**src/rtl/pvd_pkg.sv**
```systemverilog
// pvd_pkg: shared types and constants for the prefix-length varint decoder
// no dependencies

package pvd_pkg;

   localparam int unsigned ByteWidth  = 8;
   localparam int unsigned ValueWidth = 64;
   localparam int unsigned LenWidth   = 4;

   // prefix byte that starts the raw little-endian form
   localparam logic [ByteWidth-1:0] PrefixRaw  = 8'hff;
   // prefix byte that starts the seven-byte big-endian form
   localparam logic [ByteWidth-1:0] PrefixLong = 8'hfe;

   localparam logic [LenWidth-1:0] RawFollow = 4'd8;
   localparam logic [LenWidth-1:0] RawLength = 4'd9;
   localparam logic [LenWidth-1:0] MaxLength = 4'd9;

   typedef struct packed {
      logic [ValueWidth-1:0] acc;
      logic [LenWidth-1:0]   remaining;
      logic [LenWidth-1:0]   total;
      logic                  little_endian;
   } dec_state_type;

   typedef struct packed {
      logic                  emit;
      logic [ValueWidth-1:0] value;
      logic [LenWidth-1:0]   length;
   } dec_result_type;

endpackage

```
**src/rtl/pvd_step.sv**
```systemverilog
// pvd_step: combinational decode of one byte against the current decoder state
// depends on pvd_pkg

module pvd_step
   import pvd_pkg::*;
(
   input  dec_state_type        state_cur,
   input  logic [ByteWidth-1:0] byte_cur,
   output dec_state_type        state_nxt,
   output dec_result_type       result
);

   logic [ByteWidth-1:0]  payload;
   logic [LenWidth-1:0]   follow;
   logic [LenWidth-1:0]   rem_dec;
   logic [2:0]            pos;
   logic [LenWidth-1:0]   pos_wide;
   logic [ValueWidth-1:0] byte_wide;
   logic [ValueWidth-1:0] acc_merged;

   // leading-ones count of the prefix sets the follow count
   always_comb begin
      payload = '0;
      follow  = RawFollow;
      if (byte_cur < 8'h80) begin
         payload = byte_cur;
         follow  = 4'd0;
      end else if (byte_cur < 8'hc0) begin
         payload = byte_cur & 8'h3f;
         follow  = 4'd1;
      end else if (byte_cur < 8'he0) begin
         payload = byte_cur & 8'h1f;
         follow  = 4'd2;
      end else if (byte_cur < 8'hf0) begin
         payload = byte_cur & 8'h0f;
         follow  = 4'd3;
      end else if (byte_cur < 8'hf8) begin
         payload = byte_cur & 8'h07;
         follow  = 4'd4;
      end else if (byte_cur < 8'hfc) begin
         payload = byte_cur & 8'h03;
         follow  = 4'd5;
      end else if (byte_cur < PrefixLong) begin
         payload = byte_cur & 8'h01;
         follow  = 4'd6;
      end else if (byte_cur == PrefixLong) begin
         payload = '0;
         follow  = 4'd7;
      end
   end

   assign rem_dec   = state_cur.remaining - 4'd1;
   assign pos_wide  = RawFollow - state_cur.remaining;
   assign pos       = pos_wide[2:0];
   assign byte_wide = {{(ValueWidth-ByteWidth){1'b0}}, byte_cur};

   always_comb begin
      if (state_cur.little_endian) begin
         acc_merged = state_cur.acc | (byte_wide << {pos, 3'b000});
      end else begin
         acc_merged = {state_cur.acc[ValueWidth-ByteWidth-1:0], byte_cur};
      end
   end

   always_comb begin
      state_nxt    = state_cur;
      result.emit  = 1'b0;
      result.value = acc_merged;
      result.length = state_cur.total;
      if (state_cur.remaining == '0) begin
         if (follow == '0) begin
            // single-byte value goes straight out
            result.emit   = 1'b1;
            result.value  = byte_wide;
            result.length = 4'd1;
            state_nxt     = '0;
         end else begin
            state_nxt.acc           = {{(ValueWidth-ByteWidth){1'b0}}, payload};
            state_nxt.remaining     = follow;
            state_nxt.total         = follow + 4'd1;
            state_nxt.little_endian = (byte_cur == PrefixRaw);
         end
      end else if (rem_dec == '0) begin
         result.emit = 1'b1;
         state_nxt   = '0;
      end else begin
         state_nxt.acc       = acc_merged;
         state_nxt.remaining = rem_dec;
      end
   end

endmodule

```
**src/rtl/prefix_varint_decoder.sv**
```systemverilog
// prefix_varint_decoder: top level, input register, decoder state and result register
// depends on pvd_pkg and pvd_step
//
//  channel | ports                                        | direction
//  req     | req_valid, req_ready, req_byte_in[7:0]       | in
//  rsp     | rsp_valid, rsp_ready, rsp_value[63:0],       | out
//          | rsp_encoded_length[3:0]                      |
//
// one byte beat per cycle sustained while rsp is not stalled; a result reaches rsp from the
// req beat of its last byte through the input register, then decode into the result register
// a value comes out on the beat of its last byte; other bytes only update state
// synchronous active-high reset clears the decoder state and both valid flags
// a stalled rsp holds the input register, and req_ready drops once it is full

module prefix_varint_decoder
   import pvd_pkg::*;
(
   input  logic                  clock,
   input  logic                  reset,
   input  logic                  req_valid,
   output logic                  req_ready,
   input  logic [ByteWidth-1:0]  req_byte_in,
   output logic                  rsp_valid,
   input  logic                  rsp_ready,
   output logic [ValueWidth-1:0] rsp_value,
   output logic [LenWidth-1:0]   rsp_encoded_length
);

   // input register
   logic                 in_valid_ff, in_valid_in;
   logic [ByteWidth-1:0] in_byte_ff, in_byte_in;

   // decoder state
   dec_state_type state_ff, state_in;

   // result register
   logic                  out_valid_ff, out_valid_in;
   logic [ValueWidth-1:0] out_value_ff, out_value_in;
   logic [LenWidth-1:0]   out_len_ff, out_len_in;

   dec_state_type  state_nxt;
   dec_result_type step_res;
   logic           advance;

   pvd_step u_step (
      .state_cur (state_ff),
      .byte_cur  (in_byte_ff),
      .state_nxt (state_nxt),
      .result    (step_res)
   );

   // the held byte moves on when the result register is free or being drained
   assign advance   = in_valid_ff && (!out_valid_ff || rsp_ready);
   assign req_ready = !in_valid_ff || advance;

   always_comb begin
      in_valid_in = in_valid_ff;
      in_byte_in  = in_byte_ff;
      if (req_ready) begin
         in_valid_in = req_valid;
         in_byte_in  = req_byte_in;
      end
   end

   always_comb begin
      state_in     = state_ff;
      out_valid_in = out_valid_ff && !rsp_ready;
      out_value_in = out_value_ff;
      out_len_in   = out_len_ff;
      if (advance) begin
         state_in = state_nxt;
         if (step_res.emit) begin
            out_valid_in = 1'b1;
            out_value_in = step_res.value;
            out_len_in   = step_res.length;
         end
      end
   end

   always_ff @(posedge clock) begin
      if (reset) begin
         in_valid_ff  <= 1'b0;
         out_valid_ff <= 1'b0;
         state_ff     <= '0;
      end else begin
         in_valid_ff  <= in_valid_in;
         out_valid_ff <= out_valid_in;
         state_ff     <= state_in;
      end
   end

   // payload registers, no reset needed
   always_ff @(posedge clock) begin
      in_byte_ff   <= in_byte_in;
      out_value_ff <= out_value_in;
      out_len_ff   <= out_len_in;
   end

   assign rsp_valid          = out_valid_ff;
   assign rsp_value          = out_value_ff;
   assign rsp_encoded_length = out_len_ff;

   // follow count never exceeds the raw form's eight bytes
   a_rem_range: assert property (@(posedge clock) disable iff (reset)
      state_ff.remaining <= RawFollow)
      else $error("bytes remaining out of range");

   // raw little-endian form always carries length nine
   a_raw_len: assert property (@(posedge clock) disable iff (reset)
      state_ff.little_endian |-> (state_ff.total == RawLength))
      else $error("raw form with wrong total length");

   // a delivered length is always between one and nine
   a_out_len: assert property (@(posedge clock) disable iff (reset)
      out_valid_ff |-> (out_len_ff != '0 && out_len_ff <= MaxLength))
      else $error("encoded length out of range");

   // a new result only appears when a byte left the input register
   a_out_src: assert property (@(posedge clock) disable iff (reset)
      (!out_valid_ff || rsp_ready) && !advance |=> !out_valid_ff)
      else $error("result appeared without a decoded byte");

endmodule

```
**config.mk**
```make
export PLATFORM = sky130hd
export DESIGN_NAME = prefix_varint_decoder
export DESIGN_NICKNAME = d
export VERILOG_FILES = /design/src/rtl/pvd_pkg.sv /design/src/rtl/pvd_step.sv /design/src/rtl/prefix_varint_decoder.sv
export SDC_FILE = /design/constraint.sdc
export NUM_CORES = 1
export LEC_CHECK = 0
export BUFFER_PORTS_ARGS = -buffer_cell sky130_fd_sc_hd__buf_2
export CAP_MARGIN = 20
export CORE_ASPECT_RATIO = 0.9
export CORE_MARGIN = 4
export CORE_UTILIZATION = 50
export DETAILED_ROUTE_END_ITERATION = 10
export PLACE_DENSITY = 0.68
export REMOVE_ABC_BUFFERS = 1
export SYNTH_ARGS = -nofsm -noshare
export SYNTH_HDL_FRONTEND = slang
export SYNTH_SLANG_ARGS = --single-unit
```
**constraint.sdc**
```tcl
create_clock -name clock -period 5.3 [get_ports clock]
set_input_delay 0.265 -clock clock [delete_from_list [all_inputs] [get_ports clock]]
set_output_delay 0.265 -clock clock [all_outputs]
set_load 0.005 [all_outputs]
```
* After elaboration in Yosys (flattened, before gate mapping) *
Index checks and enable logic that the tools add are counted.

word-level totals
  word-level logic and storage cells = 62
  output and inout bits = 70
  register bits = 151
  input port bits = 12

operators by class
  reductions and logical operators = 13
  order comparisons = 7
  bitwise operators = 1
  equal/unequal tests = 2
  add/sub/neg operators = 3
  shift operators = 1
  multiplexer cells = 26

operators with widths
  kind                   count
  $mux W68               2
  $mux W73               1
  $mux W69               1
  $mux W64               1
  $or A64 B64 Y64        1
  $shl A8 B6 Y64         1
  $lt A8 B8 Y1 const B   7
  $mux W8                6
  $mux W4                8
  $mux W17               1
  $eq A8 B8 Y1 const B   2
  $logic_not A4 Y1       3
  $mux W1                5
  $mux W5                1
  $add A4 B1 Y4 const B  1
  $reduce_and A2 Y1      2
  $sub A4 B1 Y4 const B  1
  $logic_not A1 Y1       3
  $sub A1 B3 Y3 const A  1
  $logic_and A1 B1 Y1    2
  $logic_or A1 B1 Y1     2
  $reduce_bool A2 Y1     1

* Logic depth before layout (Yosys ltp) *
  word-level depth = 14
  gate-level depth with buffers = 11
  mapped depth without buffers = 9

* Modules after synthesis *
Synthesis repeated with hierarchy kept, for this count alone.

second synthesis, totals
  cell total of the unflattened synthesis = 843
  area, all modules = 8160.3 um^2

modules (own cells, without submodules)
  module                 area an instance (um^2)  sequential area each (um^2)  cells an instance  instances
  prefix_varint_decoder  5706.7                   3783.6                       403                1
  pvd_step               2453.6                   0.0                          440                1

* Worst setup path before layout *
OpenSTA, ideal clock, no wires.

  kind = reg-to-reg
  from = register state_ff[5] (netlist name)
  to = register out_len_ff[0] (netlist: rsp_encoded_length[0]) (enable)
  data required time = 4804 ps
  slack = 398 ps
  path buffers = 2
  cell stages (with the launch flop) = 9
  library setup time = 496 ps
  period minus slack after synthesis = 4902 ps
  arrival time = 4406 ps
  cells stage by stage = dfxtp_1 > buf_2 > inv_1 > ha_1 > buf_2 > xnor2_1 > and4_1 > nor2_1 > nor2_1

between the ends
  word-level cells in the longest chain between the ends = 5
  elaborated cells on any way between the ends = 6
  those cells by class = add/sub: 1; mux: 2; reduce/logical: 3

ends and longest elaborated chain
  element                          RTL line                     source
  start, declared                  prefix_varint_decoder.sv:34  dec_state_type state_ff, state_in;
  start signal, assigned           prefix_varint_decoder.sv:88  state_ff <= state_in;
  $sub A4 B1 Y4                    pvd_step.sv:52               assign rem_dec = state_cur.remaining - 4'd1;
  $logic_not A4 Y1                 pvd_step.sv:83               end else if (rem_dec == '0) begin
  $mux W1                          pvd_step.sv:83
  $mux W1 (*)                      pvd_step.sv:70               if (state_cur.remaining == '0) begin
  $reduce_and A2 Y1 (no line) (*)  --
  end signal, assigned             prefix_varint_decoder.sv:96  out_len_ff <= out_len_in;
  end, declared                    prefix_varint_decoder.sv:39  logic [LenWidth-1:0] out_len_ff, out_len_in;

Mark *: on every way between the ends. The rest lies on a longest branch, timed or not.
A chain may end at the register's enable or synchronous reset.

* Worst setup path after layout *
  from = register in_byte_ff[7]
  to = register out_value_ff[0] (netlist: rsp_value[0]) (enable)

between the ends
  word-level cells in the longest chain between the ends = 13
  elaborated cells on any way between the ends = 20
  those cells by class = order compare: 7; eq/ne: 1; mux: 10; reduce/logical: 2

ends and longest elaborated chain
  element                                               RTL line                     source
  start, declared                                       prefix_varint_decoder.sv:31  logic [ByteWidth-1:0] in_byte_ff, in_byte_in;
  start signal, assigned                                prefix_varint_decoder.sv:94  in_byte_ff <= in_byte_in;
  branches (longest 8 deep; another with $lt A8 B8 Y1)  --
  $mux W4 (*)                                           pvd_step.sv:25               if (byte_cur < 8'h80) begin
  $logic_not A4 Y1 (*)                                  pvd_step.sv:71               if (follow == '0) begin
  $mux W69 (*)                                          pvd_step.sv:71
  $mux W1 (*)                                           pvd_step.sv:70
  $reduce_and A2 Y1 (no line) (*)                       --
  end signal, assigned                                  prefix_varint_decoder.sv:95  out_value_ff <= out_value_in;
  end, declared                                         prefix_varint_decoder.sv:38  logic [ValueWidth-1:0] out_value_ff, out_value_in;

Mark *: on every way between the ends.

==> results.py <==
metrics = {
    "clock_tree": {
        "root_buffer": "clkbuf_16",
        "cts_buffers": 17,
        "cts_num_sinks": 151,
        "clk_pin_slew_worst_paths_ns": 0.06,
        "holdBufCountCts": 0,
        "cts_resized": 0,
        "cts_tree": "yes",
        "cts-htree-levels": 4,
        "postCtsSetupBuffers": 0,
        "cts_buffer_depth": 2,
        "insertion_delay_ns": 0.42,
    },
    "floorplanning": {
        "initial_core_util_pct": 51.9,
        "rows": 40,
        "die_area_sq_um": 16000,
        "die_x_um": 133,
        "die_h_um": 121,
        "core-area_sq_um": 13600,
        "ios": 82,
    },
    "power_and_ir_drop": {
        "power_frac_comb_pct": 11.2,
        "leakagePower_nw": 3.07,
        "power.switching_mw": 0.733,
        "clockPowerShare_pct": 41.3,
        "vdd_drop_max_v": 0.000220,
        "p_int_mw": 2.12,
        "p_seq_share_pct": 47.5,
        "cellPowerDensity_nw_per_um2": 353,
        "switching_share_pct": 25.7,
    },
    "hold_path": {
        "hp-start": "req_byte_in[2]",
        "holdPathEnd": "in_byte_ff[2]",
        "holdPathStages": 1,
        "hold_path.class": "in -> reg",
    },
    "sta": {
        "tightest_slew_ns": 1.17,
        "setup_violations": 0,
        "setup-tns-final_ns": 0,
        "post-route-period-util_pct": 67.0,
        "finClkSkew_ns": 0.0110,
        "finalHoldViolCount": 0,
        "rsz0062_at_grt": "no",
        "slew_headroom_pct": 21.4,
        "timing.final.max_slew_violations": 0,
        "final.min_clock_period_ns": 3.55,
        "fmax_mhz": 282,
    },
    "drt": {
        "firstDrtPassIters": 5,
        "dr_total_vias": 5779,
        "drtIter0Drc": 644,
        "drtAntennaViolNets": 0,
        "via_per_inst": 5.81,
        "wl_per_cell_um": 18.4,
        "route.detailed.drc": 0,
        "drt-total-wl_um": 18300,
    },
    "setup_path": {
        "start_kind": "flop",
        "cp-end-kind": "flop",
        "worst-r2r-cell-count": 9,
        "cp_top_family": "simple AND/OR/NAND/NOR gates",
        "critical_path.most_common_cell": "nor2_1",
        "worstPathArrival_ns": 3.66,
        "rrSetupSlack_ns": 1.75,
        "crit_buf_inv": 2,
        "crit_chain": "nand4_1, a31oi_1, nor2_1, inv_1, ha_1, and3_1, nor2_1, nor2_4, buf_12",
        "critical_path.max_stage_delay_ns": 0.72,
        "r2r-end": "rsp_value[0]",
        "cp_max_fo": 36,
        "cpMaxStageDelayCell": "nor2_4",
        "critPathRequiredTime_ns": 5.41,
        "rr_startpoint": "in_byte_ff[7]",
        "critPathKind": "reg -> reg",
    },
    "final_layout": {
        "nets": 808,
        "multi_input_area_sq_um": 2980,
        "diodes": 0,
        "final_cell_mix": "nor2_1 (183), buf_2 (81), edfxtp_1 (76)",
        "area_growth_pct": 14.9,
        "seqCellArea_sq_um": 3790,
        "fin_cells": 994,
        "final_layout_size_suffix_gt1_share_pct": 20.0,
        "fillers": 1109,
        "layout_commonest_cell": "nor2_1",
    },
    "global_route": {
        "grt-ovfl-total": 0,
        "grt_max_degree": 90,
        "grt_util_all_layers_pct": 22.8,
        "grt_pass1_wl_um": 28800,
        "antenna_found_initial": 0,
        "grt_pass1_vias": 5368,
    },
    "logic_synthesis": {
        "synth-seq-cells": 151,
        "syn_area_per_cell_sq_um": 9.48,
        "syn_area_sq_um": 7030,
        "ys_types": 52,
        "ys_seq_area_share_pct": 53.8,
        "ys_warn_count": 0,
        "netlist_instances": 742,
    },
    "outcome": {
        "status": "completed",
    },
    "placed_design": {
        "placed_cells": 962,
        "portBuffers": 81,
        "dp.final_hpwl_um": 11300,
        "gp_congestion": 0.918,
    },
    "run": {
        "max_cap_violations": 0,
    },
}
worst reg2reg max path, cell delays in order, from the launching register on:
cell      delay [ns]
edfxtp_1        0.68
nand4_1         0.43
a31oi_1         0.27
nor2_1          0.11
inv_1           0.07
ha_1            0.29
and3_1          0.23
nor2_1          0.08
nor2_4          0.72
buf_12          0.34
metal layers:
| layer | track usage, % | share of wire, % | up-vias |
|---|---|---|---|
| li1 | - | - | 2739 |
| met2 | 35.9 | 46 | 243 |
| met3 | 6.03 | 7.4 | 16 |
| met1 | 31.5 | 45 | 2781 |
| met4 | 5.65 | 1.1 | 0 |
| met5 | 0 | 0 | - |
sequential cells by signal, indices dropped and copies added (netlist names):
signal and cells:
in_byte_ff 8, in_valid_ff 1, rsp_encoded_length 4, rsp_valid 1, rsp_value 64, state_ff 73
synth_stat cells (all sizes together):
library cell	n	area, sq um
nor4	57	544
a22oi	1	7.51
a32o	11	110
ha	4	50.1
o21ba	1	10.0
or3	3	23.8
nand2b	61	382
and2	4	25.0
a41oi	1	8.76
a211oi	3	22.5
o41ai	1	8.76
o21ai	64	320
clkbuf	43	161
or4	1	7.51
a21o	3	23.8
a21oi	63	319
nor3	4	20.0
nand3	5	25.0
nor2b	2	12.5
and4	1	8.76
xor2	1	8.76
a22o	2	17.5
o2bb2ai	2	17.5
a31oi	4	25.0
a221o	1	10.0
nor2	184	691
inv	8	30.0
buf	13	95.1
o211ai	3	22.5
o211a	1	10.0
or3b	1	8.76
nor3b	2	20.0
o221ai	1	15.0
and3	4	25.0
o22ai	2	12.5
a32oi	1	8.76
nand4	1	6.26
xnor2	2	17.5
a311oi	1	8.76
edfxtp	76	2280
o31a	1	8.76
nand2	20	77.6
o31ai	3	22.5
dfxtp	75	1500
worst max path at each step:
| stage | from | to | slack (ns) | cells after the start |
|---|---|---|---|---|
| 2_1_floorplan | in_byte_ff[7] | rsp_encoded_length[0] | 0.31 | 8 |
| 3_3_place_gp | in_byte_ff[7] | rsp_value[16] | 1.91 | 9 |
| 3_5_place_dp | in_byte_ff[6] | rsp_value[26] | 1.83 | 9 |
| 4_1_cts | in_byte_ff[7] | rsp_value[11] | 1.80 | 9 |
| 5_1_grt | in_byte_ff[7] | rsp_value[35] | 1.51 | 9 |
| 6_report | in_byte_ff[7] | rsp_value[0] | 1.75 | 9 |
kinds of logic after synthesis:
logic type / after synthesis / synth area share (%)
and+or+nand+nor: 350 / 26.7
xor gates and xnor gates: 3 / 0.374
DFF: 151 / 53.8
AOI/OAI and AO/OA: 170 / 14.4
adders and majority gates: 4 / 0.712
buffers and inverters: 64 / 4.07
power by group through the flow:
stage               clock network [mW]  logic, mW  registers (mW)
CTS                               1.20      0.317            1.36
floorplan                            0      0.204            1.37
global route                      1.25      0.349            1.37
global placement                     0      0.311            1.38
finish                            1.18      0.319            1.36
detailed placement                   0      0.315            1.38
final cells by class:
| cell class | instances | area share, % |
|---|---|---|
| Inverter | 8 | 0.372 |
| Clock buffer | 20 | 5.65 |
| Multi-Input combinational cell | 527 | 36.9 |
| Clock inverter | 12 | 1.55 |
| Timing Repair Buffer | 87 | 5.73 |
| Tap cell | 189 | 2.93 |
| Sequential cell | 151 | 46.9 |
stage by stage:
stage               hold WS [ns]  utilization, %  worst slack (ns)  area (sq um)  power (mW)
floorplan                  0.334               -             0.307          6780        1.57
global placement           0.431            55.3              1.91          7500        1.69
detailed placement         0.435            55.3              1.83          7500        1.69
CTS                      0.00596            59.6              1.80          8080        2.87
global route             0.00826            59.6              1.51          8080        2.96
finish                    0.0192            59.6              1.75          8080        2.86
Note: power is estimated with default switching activity, not from simulation.
